$ cat src/fba_pkg.sv
// Shared types and constants for the fit block allocator.
package fba_pkg;

  localparam int DEF_NUM_BLOCKS = 32;

  localparam int SIZE_W  = 16;
  localparam int SLOT_W  = 5;
  localparam int CFG_W   = 6;
  localparam int CFG_IDX_W = 1;

  localparam logic [CFG_IDX_W-1:0] CFG_POLICY = 1'b0;
  localparam logic [CFG_IDX_W-1:0] CFG_BLOCKS = 1'b1;

  localparam logic OP_LOAD  = 1'b0;
  localparam logic OP_ALLOC = 1'b1;

  localparam logic [CFG_W-1:0] BLOCKS_RESET = 6'd32;

  typedef enum logic [1:0] {
    POLICY_FIRST = 2'd0,
    POLICY_BEST  = 2'd1,
    POLICY_WORST = 2'd2
  } policy_t;

  typedef enum logic [1:0] {
    ST_IDLE,
    ST_SCAN,
    ST_REPORT
  } ctrl_state_t;

  typedef struct packed {
    logic start;
    logic load_wr;
    logic scan_en;
    logic charge;
  } dp_cmd_t;

  typedef struct packed {
    logic scan_done;
  } dp_status_t;

endpackage

$ cat src/fba_ctrl.sv
// Controller state machine: sequences the scan and owns the handshakes.
module fba_ctrl (
  input  logic                clk,
  input  logic                rst,
  input  logic                in_valid,
  input  logic                opcode,
  output logic                in_ready,
  output logic                out_valid,
  input  logic                out_ready,
  input  fba_pkg::dp_status_t status,
  output fba_pkg::dp_cmd_t    cmd
);
  import fba_pkg::*;

  ctrl_state_t state;
  ctrl_state_t state_next;
  logic        out_valid_next;

  always_ff @(posedge clk) begin
    if (rst) begin
      state     <= ST_IDLE;
      out_valid <= 1'b0;
    end else begin
      state     <= state_next;
      out_valid <= out_valid_next;
    end
  end

  always_comb begin
    state_next = state;
    case (state)
      ST_IDLE: begin
        if (in_valid && opcode == OP_ALLOC) state_next = ST_SCAN;
      end
      ST_SCAN: begin
        if (status.scan_done) state_next = ST_REPORT;
      end
      ST_REPORT: begin
        if (!out_valid || out_ready) state_next = ST_IDLE;
      end
      default: state_next = ST_IDLE;
    endcase
  end

  always_comb begin
    in_ready    = (state == ST_IDLE);
    cmd.start   = in_ready && in_valid && (opcode == OP_ALLOC);
    cmd.load_wr = in_ready && in_valid && (opcode == OP_LOAD);
    cmd.scan_en = (state == ST_SCAN);
    cmd.charge  = (state == ST_REPORT) && (!out_valid || out_ready);
    // The result register is refilled in the same cycle the old result leaves.
    if (cmd.charge) begin
      out_valid_next = 1'b1;
    end else if (out_ready) begin
      out_valid_next = 1'b0;
    end else begin
      out_valid_next = out_valid;
    end
  end

  a_report_loads: assert property (@(posedge clk) disable iff (rst)
    cmd.charge |=> out_valid && state == ST_IDLE)
    else $error("result not presented after the report cycle");

  a_alloc_leaves_idle: assert property (@(posedge clk) disable iff (rst)
    cmd.start |=> !in_ready && state == ST_SCAN)
    else $error("allocate transaction did not start a scan");

endmodule

$ cat src/fba_datapath.sv
// Datapath: size table, configuration registers, scan compare and result register.
module fba_datapath #(
  parameter int NUM_BLOCKS = fba_pkg::DEF_NUM_BLOCKS
) (
  input  logic                          clk,
  input  logic                          rst,
  input  logic                          cfg_we,
  input  logic [fba_pkg::CFG_IDX_W-1:0] cfg_index,
  input  logic [fba_pkg::CFG_W-1:0]     cfg_data,
  input  logic [fba_pkg::SLOT_W-1:0]    slot,
  input  logic [fba_pkg::SIZE_W-1:0]    amount,
  input  fba_pkg::dp_cmd_t              cmd,
  output fba_pkg::dp_status_t           status,
  output logic                          granted,
  output logic [fba_pkg::SLOT_W-1:0]    block_index
);
  import fba_pkg::*;

  localparam int IDX_W = (NUM_BLOCKS > 1) ? $clog2(NUM_BLOCKS) : 1;
  localparam int CNT_W = $clog2(NUM_BLOCKS + 1);

  policy_t           policy_mode;
  logic [CFG_W-1:0]  blocks_in_use;

  logic [SIZE_W-1:0] mem [NUM_BLOCKS];
  logic [SIZE_W-1:0] rd_data;

  logic [SIZE_W-1:0] amount_q;
  logic [CNT_W-1:0]  rd_idx;
  logic              cmp_valid;
  logic [IDX_W-1:0]  cmp_idx;
  logic              found;
  logic [IDX_W-1:0]  chosen;
  logic [SIZE_W-1:0] chosen_have;
  logic [SIZE_W-1:0] best_left;

  logic [31:0]       limit;
  logic [31:0]       slot_wide;
  logic [31:0]       chosen_wide;
  logic              load_ok;
  logic              issue_now;
  logic              fits;
  logic              take_now;
  logic [SIZE_W-1:0] left;
  logic              mem_we;
  logic [IDX_W-1:0]  mem_waddr;
  logic [SIZE_W-1:0] mem_wdata;

  always_ff @(posedge clk) begin
    if (rst) begin
      policy_mode   <= POLICY_FIRST;
      blocks_in_use <= BLOCKS_RESET;
    end else if (cfg_we) begin
      case (cfg_index)
        CFG_POLICY: policy_mode   <= policy_t'(cfg_data[1:0]);
        CFG_BLOCKS: blocks_in_use <= cfg_data;
        default: ;
      endcase
    end
  end

  always_comb begin
    limit = (32'(blocks_in_use) > NUM_BLOCKS) ? NUM_BLOCKS : 32'(blocks_in_use);
    slot_wide   = 32'(slot);
    chosen_wide = 32'(chosen);
    load_ok     = cmd.load_wr && (slot_wide < NUM_BLOCKS);

    fits = cmp_valid && (rd_data >= amount_q);
    left = rd_data - amount_q;
    case (policy_mode)
      POLICY_BEST:  take_now = fits && (!found || left < best_left);
      POLICY_WORST: take_now = fits && (!found || left > best_left);
      default:      take_now = fits && !found;
    endcase

    // First fit stops issuing reads as soon as a partition has been taken.
    issue_now = cmd.scan_en && (32'(rd_idx) < limit) &&
                !(!(policy_mode inside {POLICY_BEST, POLICY_WORST}) &&
                  (found || take_now));
    status.scan_done = cmd.scan_en && !issue_now;

    mem_we    = load_ok || (cmd.charge && found);
    mem_waddr = load_ok ? slot_wide[IDX_W-1:0] : chosen;
    mem_wdata = load_ok ? amount : (chosen_have - amount_q);
  end

  always_ff @(posedge clk) begin
    if (mem_we) mem[mem_waddr] <= mem_wdata;
    if (issue_now) rd_data <= mem[rd_idx[IDX_W-1:0]];
  end

  always_ff @(posedge clk) begin
    if (rst) begin
      rd_idx    <= '0;
      cmp_valid <= 1'b0;
      found     <= 1'b0;
    end else if (cmd.start) begin
      rd_idx    <= '0;
      cmp_valid <= 1'b0;
      found     <= 1'b0;
    end else if (cmd.scan_en) begin
      cmp_valid <= issue_now;
      if (issue_now) rd_idx <= rd_idx + 1'b1;
      if (take_now) found <= 1'b1;
    end
  end

  always_ff @(posedge clk) begin
    if (cmd.start) amount_q <= amount;
    if (issue_now) cmp_idx <= rd_idx[IDX_W-1:0];
    if (take_now) begin
      chosen      <= cmp_idx;
      chosen_have <= rd_data;
      best_left   <= left;
    end
    if (cmd.charge) begin
      granted     <= found;
      block_index <= found ? chosen_wide[SLOT_W-1:0] : '0;
    end
  end

  a_cmp_in_range: assert property (@(posedge clk) disable iff (rst)
    cmd.scan_en && cmp_valid |-> 32'(cmp_idx) < limit)
    else $error("compare index beyond the scanned range");

  a_first_fit_stops: assert property (@(posedge clk) disable iff (rst)
    cmd.scan_en && policy_mode == POLICY_FIRST && found |-> status.scan_done)
    else $error("first fit kept scanning after a hit");

endmodule

$ cat src/fit_block_allocator.sv
// Top level of the fit block allocator: controller plus datapath.
//
// Usage: input transactions carry opcode, slot and amount over in_valid/in_ready.
// A load transaction (opcode 0) writes amount into partition slot in the cycle it
// is accepted and produces no result; a slot at or above NUM_BLOCKS is ignored.
// An allocate transaction (opcode 1) scans partitions 0 .. blocks_in_use-1, capped
// at NUM_BLOCKS-1, with one table read per cycle, and charges the chosen
// partition by the request. The result (granted, block_index) leaves over
// out_valid/out_ready. Loads can be accepted back to back, but no transaction is
// accepted while an allocate scans or reports; the scan is paced by the single
// read port of the size table, and first fit ends its scan at the first hit.
// The configuration port (cfg_we, cfg_index, cfg_data) writes policy_mode
// (index 0) and blocks_in_use (index 1); write it only while idle.
// Reset clears the controller and sets first fit with blocks_in_use at 32; the
// size table is not cleared, so load every scanned partition before allocating.
// When the receiver stalls, the result waits in the output register while load
// transactions are still accepted; a following allocate scans, then holds its
// result and the input until the first result has been taken.
module fit_block_allocator #(
  parameter int NUM_BLOCKS = fba_pkg::DEF_NUM_BLOCKS
) (
  input  logic                          clk,
  input  logic                          rst,
  input  logic                          cfg_we,
  input  logic [fba_pkg::CFG_IDX_W-1:0] cfg_index,
  input  logic [fba_pkg::CFG_W-1:0]     cfg_data,
  input  logic                          in_valid,
  output logic                          in_ready,
  input  logic                          opcode,
  input  logic [fba_pkg::SLOT_W-1:0]    slot,
  input  logic [fba_pkg::SIZE_W-1:0]    amount,
  output logic                          out_valid,
  input  logic                          out_ready,
  output logic                          granted,
  output logic [fba_pkg::SLOT_W-1:0]    block_index
);
  import fba_pkg::*;

  dp_cmd_t    cmd;
  dp_status_t status;

  fba_ctrl u_ctrl (
    .clk       (clk),
    .rst       (rst),
    .in_valid  (in_valid),
    .opcode    (opcode),
    .in_ready  (in_ready),
    .out_valid (out_valid),
    .out_ready (out_ready),
    .status    (status),
    .cmd       (cmd)
  );

  fba_datapath #(
    .NUM_BLOCKS (NUM_BLOCKS)
  ) u_datapath (
    .clk         (clk),
    .rst         (rst),
    .cfg_we      (cfg_we),
    .cfg_index   (cfg_index),
    .cfg_data    (cfg_data),
    .slot        (slot),
    .amount      (amount),
    .cmd         (cmd),
    .status      (status),
    .granted     (granted),
    .block_index (block_index)
  );

endmodule
$ cat config.mk
export PLATFORM = sky130hd
export DESIGN_NAME = fit_block_allocator
export DESIGN_NICKNAME = d
export VERILOG_FILES = /design/src/fba_pkg.sv /design/src/fba_ctrl.sv /design/src/fba_datapath.sv /design/src/fit_block_allocator.sv
export SDC_FILE = /design/constraint.sdc
export NUM_CORES = 1
export LEC_CHECK = 0
export BUFFER_PORTS_ARGS = -buffer_cell sky130_fd_sc_hd__buf_4
export CORE_ASPECT_RATIO = 2
export CORE_MARGIN = 2
export CORE_UTILIZATION = 55
export DETAILED_ROUTE_END_ITERATION = 10
export PLACE_DENSITY = 0.74
export SKIP_LAST_GASP = 1
export SLEW_MARGIN = 25
export SYNTH_ARGS = -nofsm -noshare
export SYNTH_HDL_FRONTEND = slang
export SYNTH_SLANG_ARGS = --single-unit
$ cat constraint.sdc
create_clock -name clk -period 5.6 [get_ports clk]
set_input_delay 1.68 -clock clk [delete_from_list [all_inputs] [get_ports clk]]
set_output_delay 1.68 -clock clk [all_outputs]
set_load 0.05 [all_outputs]
# ---- Word level (Yosys, flattened, before mapping)
# Memory sizes are Yosys's and may differ from the RTL's. A register that Yosys moved wholly into a read port is not among the register bits.
# Index checks and enable logic that the tools add are counted.
dict set report totals {
  reg_bits 83
  mem_bits_rw 512
  output_inout_bits 8
  elab_cells 77
  n_memories 1
}
dict set report op_classes {
  n_addsub 3
  magnitude_cmp 5
  eq_ne 7
  mux 12
  n_bitwise 2
  reduce_logical 33
}
# name depth width rd rd_ports_with_merged_regs write_ports line
set memory_table {}
lappend memory_table {u_datapath.mem 32 16 1 1 1 fba_datapath.sv:25} ;# logic [SIZE_W-1:0] mem [NUM_BLOCKS];
# op count
set op_table {}
lappend op_table {{$lt 6x32->1} 1}
lappend op_table {{$sub 16x16->16} 2}
lappend op_table {{$ge 16x16->1} 1}
lappend op_table {{$gt 16x16->1} 1}
lappend op_table {{$lt 16x16->1} 1}
lappend op_table {{$mux 16} 1}
lappend op_table {{$logic_and 1x1->1} 14}
lappend op_table {{$reduce_and 2->1} 4}
lappend op_table {{$add 6x1->6 const B} 1}
lappend op_table {{$gt 6x6->1 const B} 1}
lappend op_table {{$mux 2} 3}
lappend op_table {{$mux 6} 1}
lappend op_table {{$pmux 2 s3} 1}
lappend op_table {{$logic_not 1->1} 5}
lappend op_table {{$logic_or 1x1->1} 5}
lappend op_table {{$mux 5} 1}
lappend op_table {{$eq 2x1->1 const B} 2}
lappend op_table {{$eq 2x2->1 const B} 2}
lappend op_table {{$mux 1} 4}
lappend op_table {{$ne 2x2->1 const B} 2}
lappend op_table {{$reduce_bool 2->1} 2}
lappend op_table {{$reduce_and 3->1} 1}
lappend op_table {{$logic_not 2->1} 1}
lappend op_table {{$ne 2x1->1 const B} 1}
lappend op_table {{other kinds (3)} 4}

# ---- Logic depth before layout (Yosys ltp)
dict set report logic_depth {
  ltp_word 13
  ltp_mapped 17
  mapped_depth_nobuf 17
}

# ---- Cells and area by module
# A second synthesis with hierarchy kept.
dict set report unflattened {
  hier_cells 1323
  area_unflattened_um2 25316.8
}
# module n_inst cells_per_inst area_per_inst_um2 seq_area_each_um2
set modules_own_cells {}
lappend modules_own_cells {fba_datapath 1 1305 25150.4 18097.4}
lappend modules_own_cells {fba_ctrl 1 18 166.4 60.1}

# ---- Least setup slack after synthesis
# No wires, ideal clock.
dict set report synth_timing {
  kind {register to register}
  startpoint {reg u_datapath.amount_q[1]}
  endpoint {reg u_datapath.best_left[0] (enable)}
  setup_ns 0.454
  arrival_time_ns 5.596
  required_ns 5.146
  path_slack_ns -0.450
  path_stages_with_launch 18
  n_path_buf 0
  synth_period_minus_slack_ns 6.050
  cell_sequence {edfxtp_1 > inv_1 > ha_1 > nor2b_1 > o31a_1 > o21ai_0 > o21ai_1 > a21o_1 > a21oi_1 > xnor2_1 > ha_1 > a21oi_1 > o21ai_0 > a21o_1 > a2111oi_0 > a32oi_1 > or3_1 > a31oi_1}
}
dict set report synth_via {
  elab_chain_cells 5
}
# element line
set synth_rtl {}
lappend synth_rtl {{start, declared} fba_datapath.sv:28} ;# logic [SIZE_W-1:0] amount_q;
lappend synth_rtl {{start signal, assigned} fba_datapath.sv:109} ;# if (cmd.start) amount_q <= amount;
lappend synth_rtl {{$sub 16x16->16 (*)} fba_datapath.sv:69} ;# left = rd_data - amount_q;
lappend synth_rtl {{named net u_datapath.left[11]} fba_datapath.sv:44} ;# logic [SIZE_W-1:0] left;
lappend synth_rtl {{$gt 16x16->1 / $lt 16x16->1 (equally long branches)} {fba_datapath.sv:72, fba_datapath.sv:71}}
lappend synth_rtl {{$logic_or 1x1->1 (on tied branches)} {fba_datapath.sv:72, fba_datapath.sv:71}}
lappend synth_rtl {{$logic_and 1x1->1 (on tied branches)} {fba_datapath.sv:72, fba_datapath.sv:71}}
lappend synth_rtl {{$pmux 1 s2 (*)} fba_datapath.sv:70} ;# case (policy_mode)
lappend synth_rtl {{named net u_datapath.take_now} fba_datapath.sv:43} ;# logic take_now;
lappend synth_rtl {{end signal, assigned} fba_datapath.sv:114} ;# best_left <= left;
lappend synth_rtl {{end, declared} fba_datapath.sv:35} ;# logic [SIZE_W-1:0] best_left;
# The timed path passes the listed nets; every way through them passes the cells marked *.
# A chain may end at the register's enable or synchronous reset.

# ---- Final worst setup path
dict set report layout_timing {
  startpoint {reg u_datapath.amount_q[1]}
  endpoint {reg u_datapath.chosen_have[14] (enable)}
}
dict set report layout_via {
  elab_chain_cells 5
}
# element line
set layout_rtl {}
lappend layout_rtl {{$sub 16x16->16 (*)} fba_datapath.sv:69}
lappend layout_rtl {{named net u_datapath.left[11]} fba_datapath.sv:44}
lappend layout_rtl {{$gt 16x16->1 / $lt 16x16->1 (equally long branches)} {fba_datapath.sv:72, fba_datapath.sv:71}}
lappend layout_rtl {{$logic_or 1x1->1 (on tied branches)} {fba_datapath.sv:72, fba_datapath.sv:71}}
lappend layout_rtl {{$logic_and 1x1->1 (on tied branches)} {fba_datapath.sv:72, fba_datapath.sv:71}}
lappend layout_rtl {{$pmux 1 s2 (*)} fba_datapath.sv:70}
lappend layout_rtl {{named net u_datapath.take_now} fba_datapath.sv:43}
lappend layout_rtl {{end signal, assigned} fba_datapath.sv:113} ;# chosen_have <= rd_data;
lappend layout_rtl {{end, declared} fba_datapath.sv:34} ;# logic [SIZE_W-1:0] chosen_have;
# Marked as above.

==> results <==
- The aggregate negative setup slack is 0 ns.
- Yosys printed 0 warnings.
- Broken down by cell family, the worst path's largest delay share belongs to compound AO/OA/AOI/OAI gates.
- On the final layout, the worst clock skew is 0.0131 ns.
- Setup violations remaining at the end of the flow were counted as 0.
- The run finished with clean final reports.
- The number of unique standard cell types used by synthesis is 56.
- In this run the vertical extent of the chip is 306 um.
- The reported max-cap violation count is 0.
- At the end of routability-driven placement, the weighted congestion stood at 0.860.
- The initial antenna violation count was 0.
- The peak fanout along the critical path is 37.
- For this run, the leading register cell type out of synthesis is sky130_fd_sc_hd__edfxtp_1.
- The largest voltage drop on the vdd net is 0.205 mV.
- The number of resized instances in the post-cts repair step is 0.
- The initial utilization of the core area, before any placement, comes to 0.556.
- The count of state elements after synthesis is 611.
- The combinational power share is 0.077.
- Setup repair after global routing left no endpoint under its margin.
- 42 I/O pins were placed.
- The total CTS buffers is 49.
- The worst setup path is of the flop to flop kind.
- Subtracting the final worst setup slack from the clock period gives 4.87 ns.
- The overall routed net length is 52.3 mm.
- The repair_antennas step left the layout with diodes totalling 0.
- The post-detailed-route DRC marker count is 0.
- The master of the slowest instance on the critical path is sky130_fd_sc_hd__edfxtp_1.
- TritonCTS built the clock tree.
- The buffer count from post-CTS setup fixing is 0.
- Entering global routing, the biggest net connects 126 pins.
- The detailed-routing iteration count for the pre-antenna-repair pass is 5.
- The number of nets still failing antenna checks after routing is 0.
- The highest attainable clock frequency is 206 MHz.
- The synthesized design contains 592 enable-type register cells.
- The power density of the placed cells is 335 nW/um^2.
- The final number of hold-violating endpoints is 0.
- Of all flip-flops after synthesis, the portion carrying an async set or reset was 0.
- The cell sitting at the root of the clock tree is a sky130_fd_sc_hd__clkbuf_16.
- The area growth from synthesis to final layout is 11.8%.
- In the layout the commonest cells are 592 x sky130_fd_sc_hd__edfxtp_1, 160 x sky130_fd_sc_hd__mux4_2, 82 x sky130_fd_sc_hd__buf_4, 67 x sky130_fd_sc_hd__nor2_1, 56 x sky130_fd_sc_hd__nand2_1.
- The share of total power dissipated in sequential elements is 0.555.
- The vias after detailed routing is 12199.
- The library cell used most frequently in the layout, excluding fill and tap cells, is sky130_fd_sc_hd__edfxtp_1.
- Dividing the detail-routed via count by the number of cells gives 6.18.
- In the final layout, the share of cells above drive strength 1 is 0.258.
- The synthesized instance count is 1286.
- The number of placed cells counting well taps is 1885.
- Of the available clock period, the critical path in the final layout requires 0.869.
- The type of destination of the critical path is a flop.
- The H-tree depth reported by CTS is 2.
- The finished layout holds 1975 standard cells, fillers aside.
- The signal on the critical path passes through inv_1, ha_1, nor2b_1, o31a_1, o21ai_0, o21ai_1, a21o_1, a21oi_1, xnor2_1, ha_1, a21oi_1, o21ai_0, a21o_1, a2111oi_0, a32oi_1, or3_1, a31oi_4, buf_12.
- Hold repair after CTS inserted 0 buffers.
- STA puts the critical path data required time at 5.86 ns.
- The x dimension of the die is 155 um.
- In this run the tool buffered the top-level ports with 41 buffer cells.
- The clock latency reported for the late side of the worst-skew pair is 0.58 ns.
- The clock sink count is 611.
- The analysis attributes to net switching a power of 0.00203 W.
- The floorplan has 110 rows.
- The number of filler instances in the final layout is 3009.
- Together, buffers and inverters on the worst path number 2.
- The transition at the pin with the smallest max-transition slack is 1.07 ns.
- The global-route wire length before repair is 78.4 mm.
- The share of total power dissipated in the clock network is 0.368.
- A synthesized cell averages 19.5 um^2.
- In the global route stage, overall resource usage came out at 0.226.
- Cell internal power was estimated by the tool at 0.00736 W.
- The clock tree buffer depth is 3.
- The max-slew violation total from the final report is 0.
- The floorplan step defined a core boundary enclosing 45000 um^2.
- The post-synth net total is 1376.
- The die covers 47400 um^2.
- The number of nets in the finished design is 1467.
- In the final routed layout, each cell accounts on average for 26.5 um.
- The arrival time at the worst endpoint is 5.13 ns.
- The minimum hold slack is 0.419 ns.
- After the first detailed-routing iteration, the DRC count stood at 1031.
- The analysis attributes to cell leakage a power of 8.97 nW.
- The largest stage delay on the critical path is 0.43 ns.
- The CTS clock-pin slew for the worst setup and hold paths is 0.07 ns.
- In this run the cell area of the synthesized design comes to 25000 um^2.
- After layout, the design draws a total of 0.00939 W.
- The switching portion of total power is 0.216.
- The class of the tightest hold or removal check is flop to flop.
- Headroom to the max-slew limit came out at 0.285.
- The half-perimeter wire length of the detailed placement result is 34.3 mm.
- The number of global-route vias before repair is 13171.
- The share of synthesized area occupied by flip-flops and latches is 0.725.
- The remaining global-route overflow is 0.
- The element type at the critical path start is a flop.
-- cells by family (layout without fill, tap and decap cells) --
kind of cell	count (synthesis)	in the layout	share of synthesized area
DFF	611	611	0.725
AOI/OAI and AO/OA	127	127	0.0324
xor gates and xnor gates	26	26	0.00909
buffers and inverters	90	219	0.0155
adders and majority gates	56	56	0.0286
muxes	181	181	0.153
and+or+nand+nor	195	195	0.0363
-- per-layer routing --
| layer | GRT usage | up-vias | part of all wire | wire (um) |
|---|---|---|---|---|
| li1 | - | 5390 | - | - |
| met4 | 0.0971 | 0 | 0.042 | 2220 |
| met1 | 0.235 | 6342 | 0.34 | 17500 |
| met2 | 0.444 | 343 | 0.59 | 30700 |
| met3 | 0.0269 | 124 | 0.034 | 1800 |
| met5 | 0 | - | 0 | 0 |
-- synthesized netlist by cell type, types with 10 or more instances --
| library cell | number | area, um^2 |
|---|---|---|
| sky130_fd_sc_hd__xnor2_1 | 17 | 149 |
| sky130_fd_sc_hd__mux4_2 | 160 | 3600 |
| sky130_fd_sc_hd__inv_1 | 43 | 161 |
| sky130_fd_sc_hd__nand2_1 | 56 | 210 |
| sky130_fd_sc_hd__nand2b_1 | 11 | 68.8 |
| sky130_fd_sc_hd__o21ai_0 | 27 | 135 |
| sky130_fd_sc_hd__o21a_1 | 12 | 90.1 |
| sky130_fd_sc_hd__nor2_1 | 68 | 255 |
| sky130_fd_sc_hd__buf_4 | 10 | 75.1 |
| sky130_fd_sc_hd__clkbuf_1 | 19 | 71.3 |
| sky130_fd_sc_hd__buf_1 | 13 | 48.8 |
| sky130_fd_sc_hd__dfxtp_1 | 19 | 380 |
| sky130_fd_sc_hd__ha_1 | 54 | 676 |
| sky130_fd_sc_hd__edfxtp_1 | 592 | 17800 |
| sky130_fd_sc_hd__mux2_2 | 16 | 180 |
| sky130_fd_sc_hd__a21oi_1 | 40 | 200 |
-- cell type report --
type                    instances  area, um^2  share of cell area
clock buffers                  58        1300              0.0465
inverters                      43         161             0.00577
clock inverters                31         299              0.0107
multi-input cells             585        6660               0.238
repair buffers                 87         707              0.0253
well taps                     560         701              0.0250
flip-flops and latches        611       18200               0.649
-- metrics by stage --
stage	util	area [um^2]	setup slack (ns)
floorplan	-	25000	0.428
global placement	0.584	26300	0.855
detailed placement	0.585	26300	0.771
CTS	0.621	27900	0.736
global route	0.622	28000	0.340
finish	0.622	28000	0.735
-- path summary, 6_finish.rpt --
path,from,to,slack (ns),depth (start not counted)
max,u_datapath.amount_q[1],u_datapath.chosen_have[14],0.73,18
min,u_datapath.cmp_idx[4],u_datapath.chosen[4],0.42,0
max reg2reg,u_datapath.amount_q[1],u_datapath.chosen_have[14],0.73,18
min reg2reg,u_datapath.cmp_idx[4],u_datapath.chosen[4],0.42,0
-- power by group through the flow --
stage / clock network [W] / registers, W / logic, W
after global placement: 0 / 0.00531 / 0.000683
after floorplan: 0 / 0.00530 / 0.000485
after detailed placement: 0 / 0.00531 / 0.000714
final: 0.00345 / 0.00521 / 0.000724
after CTS: 0.00351 / 0.00521 / 0.000718
after global routing: 0.00365 / 0.00521 / 0.000788
-- sequential cells by signal, indices dropped and copies added, names as in the netlist --
signal	flops
u_datapath.amount_q	16
u_datapath.blocks_in_use	6
u_datapath.block_index	5
u_datapath.mem	512
u_datapath.granted	1
u_datapath.cmp_valid	1
u_datapath.rd_data	16
u_datapath.chosen	5
u_datapath.policy_mode	2
u_datapath.chosen_have	16
u_ctrl.state	2
u_ctrl.out_valid	1
u_datapath.best_left	16
u_datapath.cmp_idx	5
u_datapath.found	1
u_datapath.rd_idx	6
Power figures use the tool's default switching activity.
